File: src/pcsl_pkg.sv
// Shared types and constants for the per-channel slew limiter.
// Used by the serial divider and the top level; no dependencies.
`timescale 1ns / 1ps
`default_nettype none

package pcsl_pkg;

    localparam int CH_W      = 3;
    localparam int VAL_W     = 12;
    localparam int POS_W     = 16;
    localparam int SUM_W     = 18;
    localparam int DLY_W     = 8;
    localparam int CFG_W     = 64;
    localparam int DIVISOR_W = 15;
    localparam int DELAY_SCALE = 100;

    // Division by ten through a reciprocal; exact for magnitudes below 32768.
    localparam int MAG_W        = 15;
    localparam int RECIP_W      = 16;
    localparam int PROD_W       = MAG_W + RECIP_W + 1;
    localparam int RECIP_SHIFT  = 19;
    localparam logic [RECIP_W-1:0] RECIP_10 = 16'd52429;

    localparam logic REG_RISE = 1'b0;
    localparam logic REG_FALL = 1'b1;

    typedef struct packed {
        logic busy;
        logic done;
    } div_stat_t;

endpackage

`default_nettype wire

File: src/pcsl_div.sv
// Bit-serial restoring divider: one quotient bit per cycle.
// Depends on pcsl_pkg for the divisor width and the status struct.
`timescale 1ns / 1ps
`default_nettype none

module pcsl_div
    import pcsl_pkg::*;
#(
    parameter int DIVIDEND_W = 20
) (
    input  wire logic                  clk,
    input  wire logic                  rst_n,
    input  wire logic                  start,
    input  wire logic [DIVIDEND_W-1:0] dividend,
    input  wire logic [DIVISOR_W-1:0]  divisor,
    output logic      [DIVIDEND_W-1:0] quotient,
    output div_stat_t                  stat
);

    localparam int CNT_W = $clog2(DIVIDEND_W + 1);

    logic [DIVIDEND_W-1:0] quo_reg;
    logic [DIVISOR_W-1:0]  rem_reg;
    logic [DIVISOR_W-1:0]  dvs_reg;
    logic [CNT_W-1:0]      cnt_reg;
    logic                  busy_reg;
    logic                  done_reg;

    logic [DIVISOR_W:0]    trial;
    logic [DIVISOR_W:0]    trial_sub;
    logic                  fits;
    logic [DIVIDEND_W:0]   quo_shift;

    always_comb
    begin
        trial     = {rem_reg, quo_reg[DIVIDEND_W-1]};
        fits      = trial >= {1'b0, dvs_reg};
        trial_sub = trial - {1'b0, dvs_reg};
        quo_shift = {quo_reg, fits};
    end

    always_ff @(posedge clk or negedge rst_n)
    begin
        if (!rst_n)
        begin
            busy_reg <= 1'b0;
            done_reg <= 1'b0;
            cnt_reg  <= '0;
        end
        else
        begin
            done_reg <= 1'b0;
            if (start)
            begin
                busy_reg <= 1'b1;
                cnt_reg  <= CNT_W'(DIVIDEND_W);
            end
            else if (busy_reg)
            begin
                cnt_reg <= cnt_reg - 1'b1;
                if (cnt_reg == CNT_W'(1))
                begin
                    busy_reg <= 1'b0;
                    done_reg <= 1'b1;
                end
            end
        end
    end

    always_ff @(posedge clk)
    begin
        if (start)
        begin
            quo_reg <= dividend;
            rem_reg <= '0;
            dvs_reg <= divisor;
        end
        else if (busy_reg)
        begin
            quo_reg <= quo_shift[DIVIDEND_W-1:0];
            rem_reg <= fits ? trial_sub[DIVISOR_W-1:0] : trial[DIVISOR_W-1:0];
        end
    end

    assign quotient  = quo_reg;
    assign stat.busy = busy_reg;
    assign stat.done = done_reg;

endmodule

`default_nettype wire

File: src/per_channel_slew_limiter.sv
// Per-channel slew limiter: top level with the position store and control.
// Depends on pcsl_pkg and the serial divider pcsl_div.
//
// Usage: each input beat carries a channel index and a signed target in
// tenths of a percent; each produces exactly one output beat with the
// channel index and the rate-limited position. Both channels use a
// valid/stall handshake. The block holds one item at a time: in_stall is
// high from acceptance until the result is moved to the output register.
// A move that is rate limited runs the step divider, one quotient bit per
// cycle, for K_W quotient bits (20 with the default parameters), passing
// through DECIDE, DIV, SCALE, ROUND and DONE. A jump to the target skips
// the divider (DECIDE, SCALE, ROUND, DONE); an absent channel goes from
// DECIDE straight to DONE.
// The output register lets the next beat be accepted while a result waits;
// while out_stall is high the result is held and, once the next result is
// ready too, in_stall stays high. Reset clears all positions and both delay
// registers to zero. Delay registers are written through cfg_we/cfg_index/
// cfg_data and should only change while no item is in flight.
`timescale 1ns / 1ps
`default_nettype none

module per_channel_slew_limiter
    import pcsl_pkg::*;
#(
    parameter int CHANNELS  = 8,
    parameter int VALUE_MAX = 1250,
    parameter int FRAME_US  = 22500,
    parameter int DELAY_MAX = 100
) (
    input  wire logic                    clk,
    input  wire logic                    rst_n,
    input  wire logic                    cfg_we,
    input  wire logic                    cfg_index,
    input  wire logic [CFG_W-1:0]        cfg_data,
    input  wire logic                    in_valid,
    output logic                         in_stall,
    input  wire logic [CH_W-1:0]         channel,
    input  wire logic signed [VAL_W-1:0] target_value,
    output logic                         out_valid,
    input  wire logic                    out_stall,
    output logic [CH_W-1:0]              out_channel,
    output logic signed [VAL_W-1:0]      limited_value
);

    localparam longint K_VAL = (longint'(2 * VALUE_MAX) * 10 * FRAME_US) / 1000;
    localparam int     K_W   = $clog2(K_VAL + 1);
    localparam logic [K_W-1:0]  K_CONST  = K_W'(K_VAL);
    localparam logic [CH_W:0]   CH_LIMIT = (CH_W + 1)'(CHANNELS);
    localparam logic [DLY_W-1:0] DLY_SAT = DLY_W'(DELAY_MAX);

    localparam logic [2:0] S_IDLE   = 3'd0;
    localparam logic [2:0] S_DECIDE = 3'd1;
    localparam logic [2:0] S_DIV    = 3'd2;
    localparam logic [2:0] S_SCALE  = 3'd3;
    localparam logic [2:0] S_ROUND  = 3'd4;
    localparam logic [2:0] S_DONE   = 3'd5;

    logic [2:0]               state_reg;
    logic [2:0]               state_next;
    logic [CFG_W-1:0]         rise_reg;
    logic [CFG_W-1:0]         fall_reg;
    logic signed [POS_W-1:0]  pos_mem_reg [CHANNELS];
    logic [CH_W-1:0]          ch_reg;
    logic signed [VAL_W-1:0]  tgt_reg;
    logic                     up_reg;
    logic signed [POS_W-1:0]  newpos_reg;
    logic                     neg_reg;
    logic [PROD_W-1:0]        prod_reg;
    logic signed [VAL_W-1:0]  res_reg;
    logic                     out_valid_reg;
    logic [CH_W-1:0]          out_ch_reg;
    logic signed [VAL_W-1:0]  out_val_reg;

    logic                     in_accept;
    logic                     ch_ok;
    logic signed [POS_W-1:0]  tgt_ext;
    logic signed [POS_W-1:0]  t10;
    logic signed [POS_W-1:0]  cur_pos;
    logic [DLY_W-1:0]         rise_raw;
    logic [DLY_W-1:0]         fall_raw;
    logic [DLY_W-1:0]         rise_dly;
    logic [DLY_W-1:0]         fall_dly;
    logic                     go_up;
    logic                     go_down;
    logic [DIVISOR_W-1:0]     divisor;
    logic                     div_start;
    logic [K_W-1:0]           quotient;
    div_stat_t                div_stat;
    logic signed [SUM_W-1:0]  step;
    logic signed [SUM_W-1:0]  pos_ext;
    logic signed [SUM_W-1:0]  t10_ext;
    logic signed [SUM_W-1:0]  sum_up;
    logic signed [SUM_W-1:0]  sum_down;
    logic signed [POS_W-1:0]  clamped;
    logic [POS_W-1:0]         mag_full;
    logic [VAL_W-1:0]         quot10;
    logic                     out_load;

    assign in_accept = in_valid && !in_stall;
    assign in_stall  = state_reg != S_IDLE;

    always_comb
    begin
        ch_ok    = {1'b0, ch_reg} < CH_LIMIT;
        tgt_ext  = {{(POS_W - VAL_W){tgt_reg[VAL_W-1]}}, tgt_reg};
        t10      = (tgt_ext <<< 3) + (tgt_ext <<< 1);
        cur_pos  = pos_mem_reg[ch_reg];
        rise_raw = rise_reg[{ch_reg, 3'b000} +: DLY_W];
        fall_raw = fall_reg[{ch_reg, 3'b000} +: DLY_W];
        rise_dly = (rise_raw > DLY_SAT) ? DLY_SAT : rise_raw;
        fall_dly = (fall_raw > DLY_SAT) ? DLY_SAT : fall_raw;
        go_up    = (rise_dly != '0) && (t10 > cur_pos);
        go_down  = !go_up && (fall_dly != '0) && (t10 < cur_pos);
        divisor  = {{(DIVISOR_W - DLY_W){1'b0}}, (go_up ? rise_dly : fall_dly)}
                   * DIVISOR_W'(DELAY_SCALE);
        div_start = (state_reg == S_DECIDE) && ch_ok && (go_up || go_down);
    end

    pcsl_div #(
        .DIVIDEND_W (K_W)
    ) u_div (
        .clk      (clk),
        .rst_n    (rst_n),
        .start    (div_start),
        .dividend (K_CONST),
        .divisor  (divisor),
        .quotient (quotient),
        .stat     (div_stat)
    );

    // Step the position toward the target and never past it; also form the magnitude, its tenth and the output load.
    always_comb
    begin
        step     = SUM_W'(quotient);
        pos_ext  = {{(SUM_W - POS_W){cur_pos[POS_W-1]}}, cur_pos};
        t10_ext  = {{(SUM_W - POS_W){t10[POS_W-1]}}, t10};
        sum_up   = pos_ext + step;
        sum_down = pos_ext - step;
        if (up_reg)
        begin
            clamped = (sum_up > t10_ext) ? t10 : sum_up[POS_W-1:0];
        end
        else
        begin
            clamped = (sum_down < t10_ext) ? t10 : sum_down[POS_W-1:0];
        end
        mag_full = newpos_reg[POS_W-1] ? -newpos_reg : newpos_reg;
        quot10   = prod_reg[RECIP_SHIFT +: VAL_W];
        out_load = (state_reg == S_DONE) && (!out_valid_reg || !out_stall);
    end

    always_comb
    begin
        state_next = state_reg;
        case (state_reg)
            S_IDLE:
            begin
                if (in_accept)
                begin
                    state_next = S_DECIDE;
                end
            end
            S_DECIDE:
            begin
                if (!ch_ok)
                begin
                    state_next = S_DONE;
                end
                else if (go_up || go_down)
                begin
                    state_next = S_DIV;
                end
                else
                begin
                    state_next = S_SCALE;
                end
            end
            S_DIV:
            begin
                if (div_stat.done)
                begin
                    state_next = S_SCALE;
                end
            end
            S_SCALE:
            begin
                state_next = S_ROUND;
            end
            S_ROUND:
            begin
                state_next = S_DONE;
            end
            S_DONE:
            begin
                if (out_load)
                begin
                    state_next = S_IDLE;
                end
            end
            default:
            begin
                state_next = S_IDLE;
            end
        endcase
    end

    always_ff @(posedge clk or negedge rst_n)
    begin
        if (!rst_n)
        begin
            state_reg     <= S_IDLE;
            out_valid_reg <= 1'b0;
            rise_reg      <= '0;
            fall_reg      <= '0;
            for (int i = 0; i < CHANNELS; i++)
            begin
                pos_mem_reg[i] <= '0;
            end
        end
        else
        begin
            state_reg <= state_next;
            if (out_valid_reg && !out_stall)
            begin
                out_valid_reg <= 1'b0;
            end
            if (out_load)
            begin
                out_valid_reg <= 1'b1;
            end
            if (cfg_we)
            begin
                case (cfg_index)
                    REG_RISE: rise_reg <= cfg_data;
                    REG_FALL: fall_reg <= cfg_data;
                    default:  rise_reg <= rise_reg;
                endcase
            end
            if (state_reg == S_SCALE)
            begin
                pos_mem_reg[ch_reg] <= newpos_reg;
            end
        end
    end

    always_ff @(posedge clk)
    begin
        if (in_accept)
        begin
            ch_reg  <= channel;
            tgt_reg <= target_value;
        end
        case (state_reg)
            S_DECIDE:
            begin
                up_reg     <= go_up;
                newpos_reg <= t10;
                res_reg    <= tgt_reg;
            end
            S_DIV:
            begin
                if (div_stat.done)
                begin
                    newpos_reg <= clamped;
                end
            end
            S_SCALE:
            begin
                neg_reg  <= newpos_reg[POS_W-1];
                prod_reg <= PROD_W'(mag_full[MAG_W-1:0]) * PROD_W'(RECIP_10);
            end
            S_ROUND:
            begin
                res_reg <= neg_reg ? -quot10 : quot10;
            end
            default:
            begin
                up_reg <= up_reg;
            end
        endcase
        if (out_load)
        begin
            out_ch_reg  <= ch_reg;
            out_val_reg <= res_reg;
        end
    end

    assign out_valid     = out_valid_reg;
    assign out_channel   = out_ch_reg;
    assign limited_value = out_val_reg;

endmodule

`default_nettype wire
File: config.mk
export PLATFORM = sky130hd
export DESIGN_NAME = per_channel_slew_limiter
export DESIGN_NICKNAME = d
export VERILOG_FILES = /design/src/pcsl_pkg.sv /design/src/pcsl_div.sv /design/src/per_channel_slew_limiter.sv
export SDC_FILE = /design/constraint.sdc
export NUM_CORES = 1
export LEC_CHECK = 0
export ABC_AREA = 1
export BUFFER_PORTS_ARGS = -buffer_cell sky130_fd_sc_hd__buf_2
export CAP_MARGIN = 20
export CORE_ASPECT_RATIO = 1.5
export CORE_MARGIN = 5
export CORE_UTILIZATION = 47
export DETAILED_ROUTE_END_ITERATION = 7
export GPL_TIMING_DRIVEN = 0
export PLACE_DENSITY = 0.73
export SKIP_LAST_GASP = 1
export SYNTH_ARGS = -nofsm -noshare
export SYNTH_HDL_FRONTEND = slang
export SYNTH_SLANG_ARGS = --single-unit
File: constraint.sdc
create_clock -name clk -period 6.94 [get_ports clk]
set_clock_uncertainty 0.15 [all_clocks]
set_input_delay 0.347 -clock clk [delete_from_list [all_inputs] [get_ports clk]]
set_output_delay 0.347 -clock clk [all_outputs]
set_load 0.1 [all_outputs]
==> impl_metrics.env, run 1 <==
export IMPL_overflow=0
export IMPL_ant_nets=0
export IMPL_hold_path_class="in2reg"
export IMPL_synthCells=2934
export IMPL_die_area_sq_um=58300
export IMPL_cpMaxStageDelayCell="fa_2"
export IMPL_required_ns=7.11
export IMPL_grt_total_usage_pct=25.3
export IMPL_grt_pass1_wl_um=117000
export IMPL_rr_startpoint="newpos_reg[1]"
export IMPL_arrival_ns=6.87
export IMPL_via_per_inst=5.51
export IMPL_synth_edff_count=85
export IMPL_core_sq_um=52800
export IMPL_die_height_um=293
export IMPL_nFillCells=4712
export IMPL_h_tree_depth=2
export IMPL_setup_violations_final=0
export IMPL_hpwl_um=57800
export IMPL_multi_input_area_sq_um=13500
export IMPL_rrSetupSlack_ns=0.24
export IMPL_grt_pass1_vias=22100
export IMPL_drc_errors=0
export IMPL_synthTopCellsByArea="dfrtp_1 27%, ha_1 12%, edfxtp_1 10%"
export IMPL_cts_root_buf="clkbuf_16"
export IMPL_critPathMaxStageDelay_ns=0.64
export IMPL_clk_pin_slew_ns=0.07
export IMPL_yosysSeqAreaShare_pct=39.5
export IMPL_synth_flop_cell="dfrtp_1"
export IMPL_drtPass1Iterations=6
export IMPL_final_common_cell="nand2_1"
export IMPL_cp_startpoint="newpos_reg[1]"
export IMPL_max_freq_ghz=0.149
export IMPL_slew_headroom_pct=35.6
export IMPL_netlist_area_sq_um=25100
export IMPL_largest_reg_flops=128
export IMPL_fp_row_count=103
export IMPL_gp_congestion=0.989
export IMPL_io_buffers=101
export IMPL_synthArstFlopShare_pct=69.0
export IMPL_dieWidth_um=199
export IMPL_ys_types=58
export IMPL_start_util_pct=47.6
export IMPL_worstMarginPinSlew_ns=0.960
export IMPL_areaGrowthSynthToFinish_pct=16.8
export IMPL_period_share_pct=96.5
export IMPL_ios=102
export IMPL_critPathLaunchType="flip-flop"
export IMPL_crit_path_frequent_cell="inv_1"
export IMPL_synth_top_area_share_pct=26.6
export IMPL_status="finished, final reports clean"
export IMPL_yosysWarningCount=0
export IMPL_synth_seq_cells=387
export IMPL_avgSynthCellArea_sq_um=8.56
export IMPL_numCtsBuffers=38
export IMPL_final_hold_violation_count=0
export IMPL_reg2reg_depth=28
export IMPL_crit_end="prod_reg[27]"
export IMPL_drive_gt1_share_pct=11.9
export IMPL_critPathKind="reg2reg"
export IMPL_antenna_found_initial=1
export IMPL_r2r_end="prod_reg[27]"
export IMPL_seq_area_sq_um=9930
export IMPL_rsz0062_at_grt="yes"
export IMPL_maxCapViolations=0
export IMPL_drv_slew=0
export IMPL_layout_common_cells="656 x nand2_1, 391 x inv_1, 327 x o21ai_0, 267 x dfrtp_1, 240 x ha_1"
export IMPL_path_max_fanout=10
export IMPL_grt_max_degree=99
export IMPL_routedWlPerCell_um=19.1
export IMPL_fin_crit_ns=6.70
export IMPL_cts_tree="yes"
export IMPL_critPathCaptureType="flip-flop"
export IMPL_clk_latency_ns=0.59
export IMPL_clock_sink_count=387
export IMPL_clock_path_buffers=3
export IMPL_num_vias=21500
export IMPL_wl_um=74700
export IMPL_drt_iter0_drc=1445
export IMPL_synth_top_cell_by_area="dfrtp_1"
export IMPL_fin_nets=3588
export IMPL_final_setup_tns_ns=0
==> metal layers <==
layer	up-vias	GRT usage, %	wire length, um	part of all wire [%]
li1	10200	-	-	-
met1	10300	26.5	26300	35
met2	713	47.0	39200	53
met3	269	3.29	3330	4.5
met4	0	16.2	5810	7.8
met5	-	0	0	0
==> worst min-delay path by stage <==
stage	endpoint	cells after the start	startpoint
2_1_floorplan	fall_reg[0]	0	rst_n
3_3_place_gp	limited_value[10]	0	res_reg[10]
3_5_place_dp	limited_value[5]	0	res_reg[5]
4_1_cts	state_reg[0]	5	in_valid
5_1_grt	tgt_reg[0]	3	in_valid
6_report	tgt_reg[1]	3	in_valid
==> per-stage QoR <==
step	hold WS [ns]	worst slack, ns	util [%]	area (sq um)	cells
after floorplan	-0.0986	0.626	-	25100	2935
after global placement	0.254	-1.25	50.1	26500	3718
after detailed placement	0.255	-1.33	50.4	26600	3724
after CTS	0.117	-0.0573	54.8	29000	3888
after global routing	0.150	-0.119	55.5	29300	3902
final	0.146	0.240	55.5	29300	3902
==> synth_stat cells (16+ instances only) <==
cell / count
nand2_1: 659
inv_1: 394
o21ai_0: 339
dfrtp_1: 267
ha_1: 248
a21oi_1: 139
nor2_1: 111
edfxtp_1: 85
clkbuf_1: 78
nand3_1: 74
xor2_1: 71
fa_1: 66
a22o_1: 37
dfxtp_1: 35
a221oi_1: 32
nand4_1: 32
xnor2_1: 22
nor3_1: 19
a22oi_1: 16
==> worst max-delay path: cells and delay by family, from the launching register on <==
family | cells | cell delay [ns]
AO/OA/AOI/OAI | 5 | 0.76
AND/OR/NAND/NOR | 6 | 0.79
adder cells (fa/ha/maj) | 8 | 3.47
flip-flops | 1 | 0.37
buffers and inverters | 7 | 0.61
XOR/XNOR | 2 | 0.27
==> cell type report <==
| cell class | count | share of cell area, % |
|---|---|---|
| multi-input combinational | 2018 | 45.8 |
| buffer | 108 | 1.92 |
| sequential | 387 | 33.8 |
| tap | 682 | 2.91 |
| clock buffer | 52 | 3.62 |
| inverter | 417 | 5.42 |
| clock inverter | 18 | 0.750 |
| timing repair buffer | 219 | 5.68 |
| antenna | 1 | 0.00853 |
==> repair_timing <==
action	4_1_cts	5_1_grt
endpoints found under the setup margin	36	31
buffers inserted	16	15
resized for setup	44	66
hold endpoints to repair	239	0
hold buffers	81	0
pin swaps	5	16
==> kinds of logic (layout without fill, tap and decap cells) <==
logic type	Yosys count	count (layout)	share of synthesized area [%]
other	2	4	0.0299
DFF	387	387	39.5
and+or+nand+nor	965	965	16.2
xor gates and xnor gates	93	93	3.24
buffers and inverters	530	814	8.39
adders and majority gates	314	314	17.6
AOI/OAI and AO/OA	643	643	15.0
Power of run 1 is left out: the tool's default activity adds up to more than one toggle a clock period on the data nets, which glitch-free logic cannot reach.
==> run 2: changes to the inputs <==
--- a/config.mk
+++ b/config.mk
@@ -6,14 +6,14 @@
 export NUM_CORES = 1
 export LEC_CHECK = 0
 export ABC_AREA = 1
-export BUFFER_PORTS_ARGS = -buffer_cell sky130_fd_sc_hd__buf_2
 export CAP_MARGIN = 20
 export CORE_ASPECT_RATIO = 1.5
 export CORE_MARGIN = 5
 export CORE_UTILIZATION = 47
 export DETAILED_ROUTE_END_ITERATION = 7
+export DONT_BUFFER_PORTS = 1
 export GPL_TIMING_DRIVEN = 0
-export PLACE_DENSITY = 0.73
+export PLACE_DENSITY = 0.72
 export SKIP_LAST_GASP = 1
 export SYNTH_ARGS = -nofsm -noshare
 export SYNTH_HDL_FRONTEND = slang
==> run 2 against run 1 <==
  * Non-clock buffer count down 95
  * Register-to-register slack worse by 0.02 ns
  * Sequential share of layout area rose by 0.48 points
  * Die area stayed put
  * Worst hold slack worse by 0.12 ns
  * Final cell count decreased by 2.4%
  * Design area fell by 1.4%
  * Routed wire length is 1.4% lower
  * First-iteration DRC count is 1.9% higher
  * Critical path depth increased by 10
  * Utilization down 0.77 points
  * Highest routed layer is now met5
==> impl_metrics.env, run 2 (same netlist as run 1, synthesis figures left out) <==
export IMPL_fin_nets=3495
export IMPL_status="finished, final reports clean"
export IMPL_rrSetupSlack_ns=0.22
export IMPL_core_sq_um=52800
export IMPL_fin_hold_ws_ns=0.0236
export IMPL_grt_total_usage_pct=24.9
export IMPL_drt_iter0_drc=1472
export IMPL_period_share_pct=96.8
export IMPL_start_util_pct=47.6
export IMPL_gp_congestion=0.963
export IMPL_ios=102
export IMPL_cpMaxStageDelayCell="fa_1"
export IMPL_hpwl_um=56100
export IMPL_die_area_sq_um=58300
export IMPL_dieWidth_um=199
export IMPL_clock_sink_count=387
export IMPL_maxCapViolations=0
export IMPL_setup_violations_final=0
export IMPL_antenna_found_initial=1
export IMPL_cpLargestDelayFamily="adder cells"
export IMPL_via_per_inst=5.59
export IMPL_final_common_cell="nand2_1"
export IMPL_numCtsBuffers=40
export IMPL_path_max_fanout=6
export IMPL_routedWlPerCell_um=19.3
export IMPL_clk_pin_slew_ns=0.07
export IMPL_io_buffers=0
export IMPL_required_ns=7.11
export IMPL_critPathKind="reg2reg"
export IMPL_drtPass1Iterations=5
export IMPL_h_tree_depth=2
export IMPL_areaGrowthSynthToFinish_pct=15.2
export IMPL_fin_crit_ns=6.72
export IMPL_wl_um=73700
export IMPL_cts_tree="yes"
export IMPL_ant_nets=0
export IMPL_fp_row_count=103
export IMPL_clock_path_buffers=3
export IMPL_clk_latency_ns=0.58
export IMPL_slew_headroom_pct=33.7
export IMPL_largest_reg_flops=128
export IMPL_max_freq_ghz=0.149
export IMPL_drv_slew=0
export IMPL_n_antenna_cell=0
export IMPL_hold_path_class="in2reg"
export IMPL_place_inst=3621
export IMPL_grt_pass1_vias=21600
export IMPL_critPathLaunchType="flip-flop"
export IMPL_drc_errors=0
export IMPL_crit_path_frequent_cell="nand2_1"
export IMPL_arrival_ns=6.89
export IMPL_layout_common_cells="655 x nand2_1, 390 x inv_1, 321 x o21ai_0, 267 x dfrtp_1, 244 x ha_1"
export IMPL_nFillCells=4686
export IMPL_place_area_sq_um=26000
export IMPL_overflow=0
export IMPL_drive_gt1_share_pct=9.37
export IMPL_final_area_sq_um=28900
export IMPL_rsz0062_at_grt="yes"
export IMPL_critPathCaptureType="flip-flop"
export IMPL_critPathMaxStageDelay_ns=0.52
export IMPL_finalNonFillerCells=3810
export IMPL_cts_root_buf="clkbuf_16"
export IMPL_path_buf_inv=8
export IMPL_final_hold_violation_count=0
export IMPL_grt_max_degree=268
export IMPL_worstMarginPinSlew_ns=0.992
export IMPL_die_height_um=293
export IMPL_num_vias=21300
export IMPL_grt_pass1_wl_um=115000
run 2: changes by cell type in the layout (fill, tap and decap cells not counted), moves of 4 or more:
| cell | change |
|---|---|
| o21ai_0 | -6 |
| a221oi_2 | -5 |
| a221oi_1 | +5 |
| buf_2 | -98 |
| clkbuf_16 | +5 |
| o21ai_1 | +8 |
| clkinvlp_4 | +4 |
| buf_4 | +4 |
| ha_1 | +4 |
run 2: final timing paths:
kind	from	to	depth (start not counted)
worst max-delay path	tgt_reg[2]	u_div.dvs_reg[13]	38
worst min-delay path	in_valid	state_reg[0]	4
worst max register to register	tgt_reg[2]	u_div.dvs_reg[13]	38
worst min register to register	res_reg[6]	limited_value[6]	0
max in group asynchronous	rst_n	pos_mem_reg[20]	3
min in group asynchronous	rst_n	fall_reg[51]	2
run 2: per-layer routing:
layer,share of wire [%],GRT usage [%]
met1,34,25.9
met2,53,46.0
met3,4.6,3.29
met4,7.9,16.4
met5,0.018,0
run 2: worst reg2reg max path: cells and delay by family (launching register included):
family                     cells  cell delay (ns)
DFF                            1             0.48
xor gates and xnor gates       2             0.32
and+or+nand+nor               12             1.40
buffers and inverters          8             0.82
adders and majority gates      7             2.24
AOI/OAI and AO/OA              9             1.08
run 2: per-stage QoR:
stage	worst slack, ns	setup TNS (ns)	utilization (%)
after CTS	-0.0460	-0.0460	53.9
after global routing	-0.116	-0.218	54.8
after global placement	-1.33	-19.41	49.2
final	0.220	0	54.8
after detailed placement	-1.35	-19.56	49.2
after floorplan	0.626	0	-
run 2: repair_timing:
item	CTS	global route
hold endpoints to repair	413	0
pin swaps	3	17
setup buffers	13	22
endpoints found under the setup margin	36	31
hold buffers	82	0
gates resized for setup	49	67
cloned	0	1
run 2: cell type report:
cell class / count / area [sq um] / share of cell area [%]
multi-input combinational: 2018 / 13400 / 46.4
sequential: 387 / 9930 / 34.3
inverter: 417 / 1590 / 5.49
timing repair buffer: 124 / 1220 / 4.23
clock buffer: 54 / 1140 / 3.93
tap: 682 / 853 / 2.95
buffer: 108 / 561 / 1.94
clock inverter: 20 / 210 / 0.726
Power of run 2 is left out for the same reason.
